<file path="src/hw/rtl/tlpw_pkg.sv">
// shared types and constants for the two-level page walker
`default_nettype none

package tlpw_pkg;

	localparam int unsigned ADDR_W     = 32;
	localparam int unsigned IDX_W      = 10;
	localparam int unsigned OFS_W      = 12;
	localparam int unsigned LARGE_OFS_W = 22;
	localparam int unsigned LARGE_BIT  = 7;
	localparam int unsigned S_DATA_W   = 64;
	localparam int unsigned M_DATA_W   = 72;

	localparam logic CMD_REQUEST  = 1'b0;
	localparam logic CMD_RESPONSE = 1'b1;

	localparam logic KIND_READ = 1'b0;
	localparam logic KIND_DONE = 1'b1;

	typedef enum logic [2:0] {
		PHASE_IDLE  = 3'b001,
		PHASE_DIR   = 3'b010,
		PHASE_TABLE = 3'b100
	} phase_t;

	typedef struct packed {
		logic                fault;
		logic [ADDR_W-1:0]   physical_address;
		logic [ADDR_W-1:0]   read_address;
		logic                result_kind;
	} result_t;

endpackage

`default_nettype wire

</file>
<file path="src/hw/rtl/two_level_page_walker_unit.sv">
// top level of the two-level page walker
`default_nettype none

// Translates 32-bit virtual addresses through a page directory and a page table.
// A request (tuser 0) yields a read request for the directory entry; each memory
// response (tuser 1) yields either the read request for the page table entry or
// the finished translation (fault set, address zero, for an empty entry). A
// response while no walk is running is taken and dropped; a new request abandons
// any running walk. Throughput is one item per clock while s_tready is high: the
// walk state and the result are computed combinationally from the accepted item,
// and the result is registered into a two-entry output buffer. s_tready falls
// only when both buffer entries hold results that m_tready has not taken.
// cfg_ready is always high; write directory_base only while the block is idle.
module two_level_page_walker_unit
	import tlpw_pkg::*;
(
	input  wire logic                clk,
	input  wire logic                arst_n,
	input  wire logic                cfg_valid,
	output logic                     cfg_ready,
	input  wire logic [ADDR_W-1:0]   cfg_data,
	input  wire logic                s_tvalid,
	output logic                     s_tready,
	input  wire logic [S_DATA_W-1:0] s_tdata,   // virtual_address, read_data
	input  wire logic                s_tuser,   // command
	output logic                     m_tvalid,
	input  wire logic                m_tready,
	output logic [M_DATA_W-1:0]      m_tdata,   // read_address, physical_address, fault, zero pad
	output logic                     m_tuser    // result_kind
);

	logic [ADDR_W-1:0] base_q;
	phase_t            phase_q;
	phase_t            phase_d;
	logic [ADDR_W-1:0] held_q;
	logic [ADDR_W-1:0] held_d;

	logic [ADDR_W-1:0] vaddr;
	logic [ADDR_W-1:0] rdata;
	logic              accept;
	logic              push;
	logic              pop;
	logic              res_valid;
	result_t           res;

	logic    out_valid_q;
	result_t out_q;
	logic    skid_valid_q;
	result_t skid_q;

	assign cfg_ready = 1'b1;
	assign vaddr     = s_tdata[ADDR_W-1:0];
	assign rdata     = s_tdata[2*ADDR_W-1:ADDR_W];
	assign s_tready  = !skid_valid_q;
	assign accept    = s_tvalid && s_tready;
	assign pop       = out_valid_q && m_tready;
	assign push      = accept && res_valid;

	always_ff @(posedge clk or negedge arst_n) begin
		if (!arst_n) begin
			base_q <= '0;
		end else if (cfg_valid && cfg_ready) begin
			base_q <= cfg_data;
		end
	end

	// walk step for the item at the input
	always_comb begin
		res_valid = 1'b0;
		res       = '0;
		phase_d   = phase_q;
		held_d    = held_q;
		if (s_tuser == CMD_REQUEST) begin
			res_valid        = 1'b1;
			res.result_kind  = KIND_READ;
			res.read_address = {base_q[ADDR_W-1:OFS_W], {OFS_W{1'b0}}}
				+ {{(ADDR_W-IDX_W-2){1'b0}}, vaddr[ADDR_W-1:ADDR_W-IDX_W], 2'b00};
			phase_d          = PHASE_DIR;
			held_d           = vaddr;
		end else begin
			unique case (phase_q)
				PHASE_DIR: begin
					res_valid = 1'b1;
					if (rdata[LARGE_BIT]) begin
						res.result_kind      = KIND_DONE;
						res.physical_address = {rdata[ADDR_W-1:LARGE_OFS_W],
							held_q[LARGE_OFS_W-1:0]};
						phase_d              = PHASE_IDLE;
					end else if (rdata[ADDR_W-1:OFS_W] == '0) begin
						res.result_kind = KIND_DONE;
						res.fault       = 1'b1;
						phase_d         = PHASE_IDLE;
					end else begin
						// frame plus index*4 never carries past the frame bits
						res.result_kind  = KIND_READ;
						res.read_address = {rdata[ADDR_W-1:OFS_W],
							held_q[LARGE_OFS_W-1:OFS_W], 2'b00};
						phase_d          = PHASE_TABLE;
					end
				end
				PHASE_TABLE: begin
					res_valid       = 1'b1;
					res.result_kind = KIND_DONE;
					phase_d         = PHASE_IDLE;
					if (rdata == '0) begin
						res.fault = 1'b1;
					end else begin
						res.physical_address = {rdata[ADDR_W-1:OFS_W], held_q[OFS_W-1:0]};
					end
				end
				default: begin
					phase_d = PHASE_IDLE;
				end
			endcase
		end
	end

	always_ff @(posedge clk or negedge arst_n) begin
		if (!arst_n) begin
			phase_q <= PHASE_IDLE;
			held_q  <= '0;
		end else if (accept) begin
			phase_q <= phase_d;
			held_q  <= held_d;
		end
	end

	// two-entry output buffer: the skid entry takes a result while the head waits
	always_ff @(posedge clk or negedge arst_n) begin
		if (!arst_n) begin
			out_valid_q  <= 1'b0;
			skid_valid_q <= 1'b0;
		end else begin
			if (!out_valid_q || pop) begin
				if (skid_valid_q) begin
					out_valid_q  <= 1'b1;
					skid_valid_q <= 1'b0;
				end else begin
					out_valid_q <= push;
				end
			end else if (push) begin
				skid_valid_q <= 1'b1;
			end
		end
	end

	always_ff @(posedge clk) begin
		if (!out_valid_q || pop) begin
			out_q <= skid_valid_q ? skid_q : res;
		end else if (push) begin
			skid_q <= res;
		end
	end

	assign m_tvalid = out_valid_q;
	assign m_tuser  = out_q.result_kind;
	assign m_tdata  = {{(M_DATA_W-2*ADDR_W-1){1'b0}}, out_q.fault,
		out_q.physical_address, out_q.read_address};

`ifndef SYNTHESIS
	a_skid_behind_head: assert property (@(posedge clk) disable iff (!arst_n)
		skid_valid_q |-> out_valid_q)
		else $error("skid entry holds a result while the head is empty");

	a_fault_is_done: assert property (@(posedge clk) disable iff (!arst_n)
		(out_valid_q && out_q.fault) |-> (out_q.result_kind == KIND_DONE
			&& out_q.physical_address == '0))
		else $error("fault result is not a finished zero translation");

	a_read_fields: assert property (@(posedge clk) disable iff (!arst_n)
		(out_valid_q && out_q.result_kind == KIND_READ) |->
			(out_q.physical_address == '0 && !out_q.fault))
		else $error("read request carries translation fields");

	a_table_after_dir: assert property (@(posedge clk) disable iff (!arst_n)
		(phase_q == PHASE_TABLE && !$past(phase_q == PHASE_TABLE)) |->
			$past(phase_q == PHASE_DIR && accept))
		else $error("table phase entered without a directory response");

	a_done_ends_walk: assert property (@(posedge clk) disable iff (!arst_n)
		(push && res.result_kind == KIND_DONE) |=> (phase_q == PHASE_IDLE))
		else $error("walk still running after a finished translation");
`endif

endmodule

`default_nettype wire
</file>
<file path="config.mk">
export PLATFORM = sky130hd
export DESIGN_NAME = two_level_page_walker_unit
export DESIGN_NICKNAME = d
export VERILOG_FILES = /design/src/hw/rtl/tlpw_pkg.sv /design/src/hw/rtl/two_level_page_walker_unit.sv
export SDC_FILE = /design/constraint.sdc
export NUM_CORES = 1
export LEC_CHECK = 0
export CAP_MARGIN = 10
export CORE_MARGIN = 5
export CORE_UTILIZATION = 45
export CTS_CLUSTER_DIAMETER = 150
export CTS_CLUSTER_SIZE = 25
export DETAILED_ROUTE_END_ITERATION = 6
export DONT_BUFFER_PORTS = 1
export GPL_TIMING_DRIVEN = 0
export PLACE_DENSITY = 0.69
export SYNTH_ARGS = -nofsm -noshare
export SYNTH_HDL_FRONTEND = slang
export SYNTH_SLANG_ARGS = --single-unit
</file>
<file path="constraint.sdc">
create_clock -name clk -period 14.8 [get_ports clk]
set_input_delay 0 -clock clk [delete_from_list [all_inputs] [get_ports clk]]
set_output_delay 0 -clock clk [all_outputs]
set_load 0.01 [all_outputs]
</file>
### After elaboration in Yosys (flattened, before gate mapping)

Cells that the tools add are included.

* logic and storage cells: 53
* output and inout port bits: 76
* register bits: 191

* bitwise gates (word level): 2
* $add $sub $neg: 1
* mux-type cells: 23
* equality and inequality tests: 2
* reduce and logical (&&, ||, !) cells: 12

Operators with widths (count)
* 32-bit 2-to-1 mux: 5
* 33-bit 2-to-1 mux: 2
* 66-bit 2-to-1 mux: 1
* 33-bit case mux with 2 select lines: 1
* 32-bit by 12-bit adder with 32-bit output: 1
* 32-bit zero test: 1
* 20-bit zero test: 1
* 3-bit 2-to-1 mux: 4
* 1-bit 2-to-1 mux: 9
* 2-bit AND reduction: 2
* 3-bit by 2-bit equality test with 1-bit output (second input constant): 1
* 3-bit equality test (second input constant): 1
* 1-bit logical AND: 3
* 1-bit zero test: 2
* 1-bit NOT: 2
* 1-bit case mux with 2 select lines: 1
* 2-bit nonzero test: 1
* 2-bit OR reduction: 1
* 1-bit logical OR: 1

### Depth between registers and ports, before layout

* depth in word-level cells: 7
* gate-level depth with buffers: 8
* gate-level depth less buffers: 5

### Least setup slack after synthesis

No wires, ideal clock.

* kind: register to register
* start: reg out_valid_q (netlist: m_tvalid)
* end: reg skid_q[0] (netlist name), enable pin
* path buffers: 0
* arrival time: 6.709 ns
* period minus slack after synthesis: 7.287 ns
* setup slack: 7.513 ns
* cell stages (with the launch flop): 3
* cells stage by stage: dfrtp_1 -> nand2b_1 -> nor3b_1

* longest elaborated chain between the ends: 4
* elaborated cells between the ends (all ways): 5

RTL lines
* from (decl): line two_level_page_walker_unit.sv:46 `logic out_valid_q;`
* from (signal assigned): line two_level_page_walker_unit.sv:139 `out_valid_q <= push;`
* 1-bit zero test or 1-bit logical AND (tied branches): line two_level_page_walker_unit.sv:148, two_level_page_walker_unit.sv:56
* 1-bit logical OR *: line two_level_page_walker_unit.sv:148 `if (!out_valid_q || pop) begin`
* 1-bit NOT (no line) *
* 2-bit AND reduction (no line) *
* to (signal assigned): line two_level_page_walker_unit.sv:151 `skid_q <= res;`
* to (decl): line two_level_page_walker_unit.sv:49 `result_t skid_q;`

Every way passes the cells marked *; elsewhere a longest branch is shown, timed or not.
A chain may end at the register's enable or synchronous reset.

### Final worst setup path

* start: reg out_valid_q (netlist: m_tvalid)
* end: reg skid_q[14] (netlist name), enable pin

Same word-level chain as after synthesis.

==> flow_results.xml <==
<?xml version="1.0" encoding="UTF-8"?>
<metrics>
  <group name="floorplan">
    <metric name="placementRows" unit="">46</metric>
    <metric name="ioPinCount" unit="">178</metric>
    <metric name="start_util" unit="%">46.0</metric>
    <metric name="chipHeight" unit="um">138</metric>
    <metric name="core_area" unit="um2">15900</metric>
    <metric name="floorplan.die.width" unit="um">138</metric>
    <metric name="fp.dieArea" unit="um2">18900</metric>
  </group>
  <group name="min_path">
    <metric name="worstHoldStart" unit="">cfg_valid</metric>
    <metric name="min_delay_path_depth" unit="">3</metric>
    <metric name="timing.hold.worst_endpoint" unit="">base_q[21]</metric>
    <metric name="worst_hold_path_type" unit="">primary input to register</metric>
  </group>
  <group name="yosys">
    <metric name="yosysUniqueCellTypes" unit="">40</metric>
    <metric name="synth_edf_count" unit="">128</metric>
    <metric name="post-synth-top-area-cell" unit="">edfxtp_1</metric>
    <metric name="synth.top_cells.by_area" unit="">edfxtp_1 (52%), dfrtp_1 (16%), mux2_2 (7.5%), nand2_1 (2.5%), a22o_4 (2.2%)</metric>
    <metric name="synth_compound_area_share" unit="%">10.9</metric>
    <metric name="synth.top_cell.area_share" unit="%">52.5</metric>
    <metric name="synth_seq_area_share" unit="%">68.5</metric>
    <metric name="syn-instance-count" unit="">502</metric>
    <metric name="synth_top_family_by_area" unit="">compound AO/OA/AOI/OAI gates</metric>
    <metric name="yosys.area_share.adder" unit="%">0</metric>
    <metric name="ys_warn_count" unit="">0</metric>
    <metric name="post_synth_top_flop" unit="">edfxtp_1</metric>
    <metric name="mappedNetlistArea" unit="um2">7330</metric>
    <metric name="share_of_synthesized_flip_flops_with_an_asynchronous_set_or_reset" unit="%">26.9</metric>
    <metric name="postSynthAreaPerCell" unit="um2">14.6</metric>
    <metric name="mux_cell_area_share_after_synthesis" unit="%">8.92</metric>
    <metric name="synth-xor-area-share" unit="%">0.120</metric>
    <metric name="ff_latch_count_synth" unit="">175</metric>
    <metric name="synth_simple_gate_area_share" unit="%">7.40</metric>
  </group>
  <group name="timing">
    <metric name="timing.clock.skew" unit="ps">8.62</metric>
    <metric name="finalSetupViolCount" unit="">0</metric>
    <metric name="tightest_slew" unit="ps">1250</metric>
    <metric name="fraction_of_the_cycle_the_final_worst_path_needs" unit="%">16.1</metric>
    <metric name="fin_setup_tns" unit="ps">0</metric>
    <metric name="hold_violations" unit="">0</metric>
    <metric name="grt_setup_unrepaired" unit="">no</metric>
    <metric name="setup_slack" unit="ps">12420</metric>
    <metric name="finalMaxSlewViolations" unit="">0</metric>
    <metric name="post-route-min-period" unit="ps">2380</metric>
    <metric name="max_clk_rate" unit="GHz">0.420</metric>
    <metric name="slew-limit-headroom" unit="%">16.4</metric>
  </group>
  <group name="setup_path">
    <metric name="timing.critical_path.fanout_max" unit="">67</metric>
    <metric name="critical-path-top-cell-by-count" unit="">buf_6</metric>
    <metric name="r2r_setup_slack" unit="ps">12420</metric>
    <metric name="worstPathArrival" unit="ps">2510</metric>
    <metric name="cp_max_stage_cell" unit="">nor3b_2</metric>
    <metric name="worstPathBufferInverterCount" unit="">2</metric>
    <metric name="critPathRequiredTime" unit="ps">14940</metric>
    <metric name="crit_chain" unit="">nand2b_4, nor3b_2, buf_6, buf_6</metric>
    <metric name="critical_path.reg2reg.startpoint" unit="">m_tvalid</metric>
    <metric name="critPathMaxStageDelay" unit="ps">660</metric>
    <metric name="critical_path.startpoint_type" unit="">register</metric>
    <metric name="critical_path_start_end_classification" unit="">register to register</metric>
    <metric name="worst_setup_path_end_kind" unit="">register</metric>
    <metric name="timing.rr.end" unit="">skid_q[14]</metric>
    <metric name="cp_top_family" unit="">simple AND/OR/NAND/NOR gates</metric>
    <metric name="reg2regPathDepth" unit="">4</metric>
  </group>
  <group name="outcome">
    <metric name="outcome" unit="">complete, no violations</metric>
  </group>
  <group name="grt">
    <metric name="antenna_found_initial" unit="">0</metric>
    <metric name="globalRouteTotalUtil" unit="%">20.2</metric>
    <metric name="gr-total-overflow" unit="">0</metric>
    <metric name="vias_in_the_first_global_route" unit="">4815</metric>
    <metric name="wire_length_of_the_first_global_routing_pass" unit="mm">28.0</metric>
    <metric name="grt_max_degree" unit="">68</metric>
  </group>
  <group name="clocking">
    <metric name="clk_transition_reported_paths" unit="ps">70</metric>
    <metric name="post-cts-setup-buffers" unit="">0</metric>
    <metric name="clk_root_buffer_cell" unit="">clkbuf_16</metric>
    <metric name="number_of_buffers_on_the_longest_clock_path" unit="">2</metric>
    <metric name="clock_tree_from_tritoncts" unit="">built</metric>
    <metric name="clkLatencyLatePin" unit="ps">430</metric>
    <metric name="post_cts_resized" unit="">0</metric>
    <metric name="cts-buffers-inserted" unit="">17</metric>
    <metric name="total_number_of_h_tree_levels" unit="">4</metric>
    <metric name="clock-sinks" unit="">175</metric>
  </group>
  <group name="power_and_ir_drop">
    <metric name="fin_total_pwr" unit="mW">1.20</metric>
    <metric name="power.density" unit="nW/um2">132</metric>
    <metric name="peakVddDrop" unit="mV">0.0739</metric>
    <metric name="power_leakage" unit="nW">3.47</metric>
  </group>
  <group name="cells_and_area">
    <metric name="synthToLayoutAreaGrowth" unit="%">23.6</metric>
    <metric name="antenna_cells" unit="">0</metric>
    <metric name="finish.net_count" unit="">713</metric>
    <metric name="drive_gt1_share" unit="%">19.1</metric>
    <metric name="final.fill_count" unit="">1285</metric>
  </group>
  <group name="run">
    <metric name="max-cap-violations" unit="">0</metric>
  </group>
  <group name="drt">
    <metric name="routed_via_density" unit="">5.60</metric>
    <metric name="drt_pre_antenna_iters" unit="">5</metric>
    <metric name="avgRoutedWirePerCell" unit="um">21.9</metric>
    <metric name="initialDrtViolationCount" unit="">390</metric>
    <metric name="routed-via-count" unit="">4703</metric>
    <metric name="drt-total-wl" unit="mm">18.4</metric>
    <metric name="drc_errors" unit="">0</metric>
    <metric name="ant_nets" unit="">0</metric>
  </group>
  <group name="placed_design">
    <metric name="dp_hpwl" unit="mm">12.6</metric>
    <metric name="dp_slack" unit="ps">12390</metric>
    <metric name="placement.io_buffers" unit="">0</metric>
    <metric name="place.gp.congestion" unit="">0.834</metric>
  </group>
</metrics>
## cell families after synthesis
family | after synthesis
flip-flops | 175
other | 2
buffers and inverters | 60
multiplexers | 58
AND/OR/NAND/NOR | 108
XOR/XNOR | 1
AO/OA/AOI/OAI | 98
## cells in the mapped netlist (all sizes together) (2+ instances only)
cell and n:
edfxtp 128, mux2 58, nand2 49, dfrtp 46
a22o 24, buf 24, o21ai 24, and2 21
inv 18, clkbuf 17, nor2 15, o22ai 13
a32o 12, a22oi 10, o31ai 10, nor4 8
a21oi 3, nand3 3, and3 2, conb 2
nor2b 2, nor3b 2, nor4b 2
## layer usage
layer | vias to the layer above | routed length, um | share of wire [%] | track usage [%]
met3 | 43 | 1220 | 6.6 | 6.21
li1 | 2083 | - | - | -
met5 | - | 0 | 0 | 0
met1 | 2372 | 7500 | 41 | 25.7
met2 | 205 | 9190 | 50 | 32.3
met4 | 0 | 507 | 2.8 | 8.20
## area by class of cell
type	count	area (um2)	area share [%]
Tap cell	216	270	2.99
Timing Repair Buffer	82	850	9.39
Buffer	41	220	2.43
Clock buffer	20	457	5.05
Inverter	19	71.3	0.788
Clock inverter	12	106	1.18
Multi-Input combinational cell	275	2060	22.7
Sequential cell	175	5020	55.5
## worst max-delay path by stage
stage             start    endpoint  slack, ps  cells after the start
2_1_floorplan  m_tvalid   skid_q[0]       7510                      2
3_3_place_gp   m_tvalid  skid_q[58]       4100                      2
3_5_place_dp   m_tvalid  skid_q[29]      12390                      4
4_1_cts        m_tvalid  skid_q[14]      12340                      4
5_1_grt        m_tvalid  skid_q[14]      12280                      4
6_report       m_tvalid  skid_q[14]      12420                      4
## registers in the layout, indices dropped and copies added, names as in the netlist
signal	flops
m_tvalid	1
m_tdata	63
skid_valid_q	1
skid_q	64
held_q	22
m_tuser	1
base_q	20
phase_q	3
## tightest hold or removal path, stage by stage
cell,delay (ps)
clkbuf_1,260
nand2_1,130
o21ai_0,70
## stage by stage
step                      area (um2)  util, %  hold WS, ps  std cells
after floorplan                 7360        -         -296        510
after detailed placement        7710     48.4         -293        732
after global routing            9050     56.8         98.4        840
after CTS                       9050     56.8         63.1        840
final                           9050     56.8         88.8        840
after global placement          7630     47.8         -293        726
## where the power goes
group / switching (mW) / internal [mW]
sequential: 0.0443 / 0.594
clock: 0.187 / 0.241
combinational: 0.0709 / 0.0600
## cell usage in the layout (no fill, tap or decap), drive strengths merged, types with 2 or more instances in the layout
master / synthesis / routed
dlygate4sd3: 0 / 75
buf: 24 / 31
a32o: 12 / 12
and2: 21 / 21
o21ai: 24 / 24
dfrtp: 46 / 46
mux2: 58 / 58
a21oi: 3 / 3
edfxtp: 128 / 128
inv: 18 / 22
o31ai: 10 / 10
a22oi: 10 / 10
clkbuf: 17 / 37
nor3b: 2 / 2
nor2: 15 / 15
and3: 2 / 2
nor2b: 2 / 2
conb: 2 / 10
clkinvlp: 0 / 3
a22o: 24 / 24
nor4: 8 / 8
nand3: 3 / 3
o22ai: 13 / 13
clkinv: 1 / 5
nand2: 49 / 49
nor4b: 2 / 2
## repair_timing
action | 4_1_cts | 5_1_grt
endpoints found under the hold margin | 179 | 0
hold buffers | 76 | 0
setup endpoints to repair | 0 | 0
Note: power is estimated with default switching activity, not from simulation.
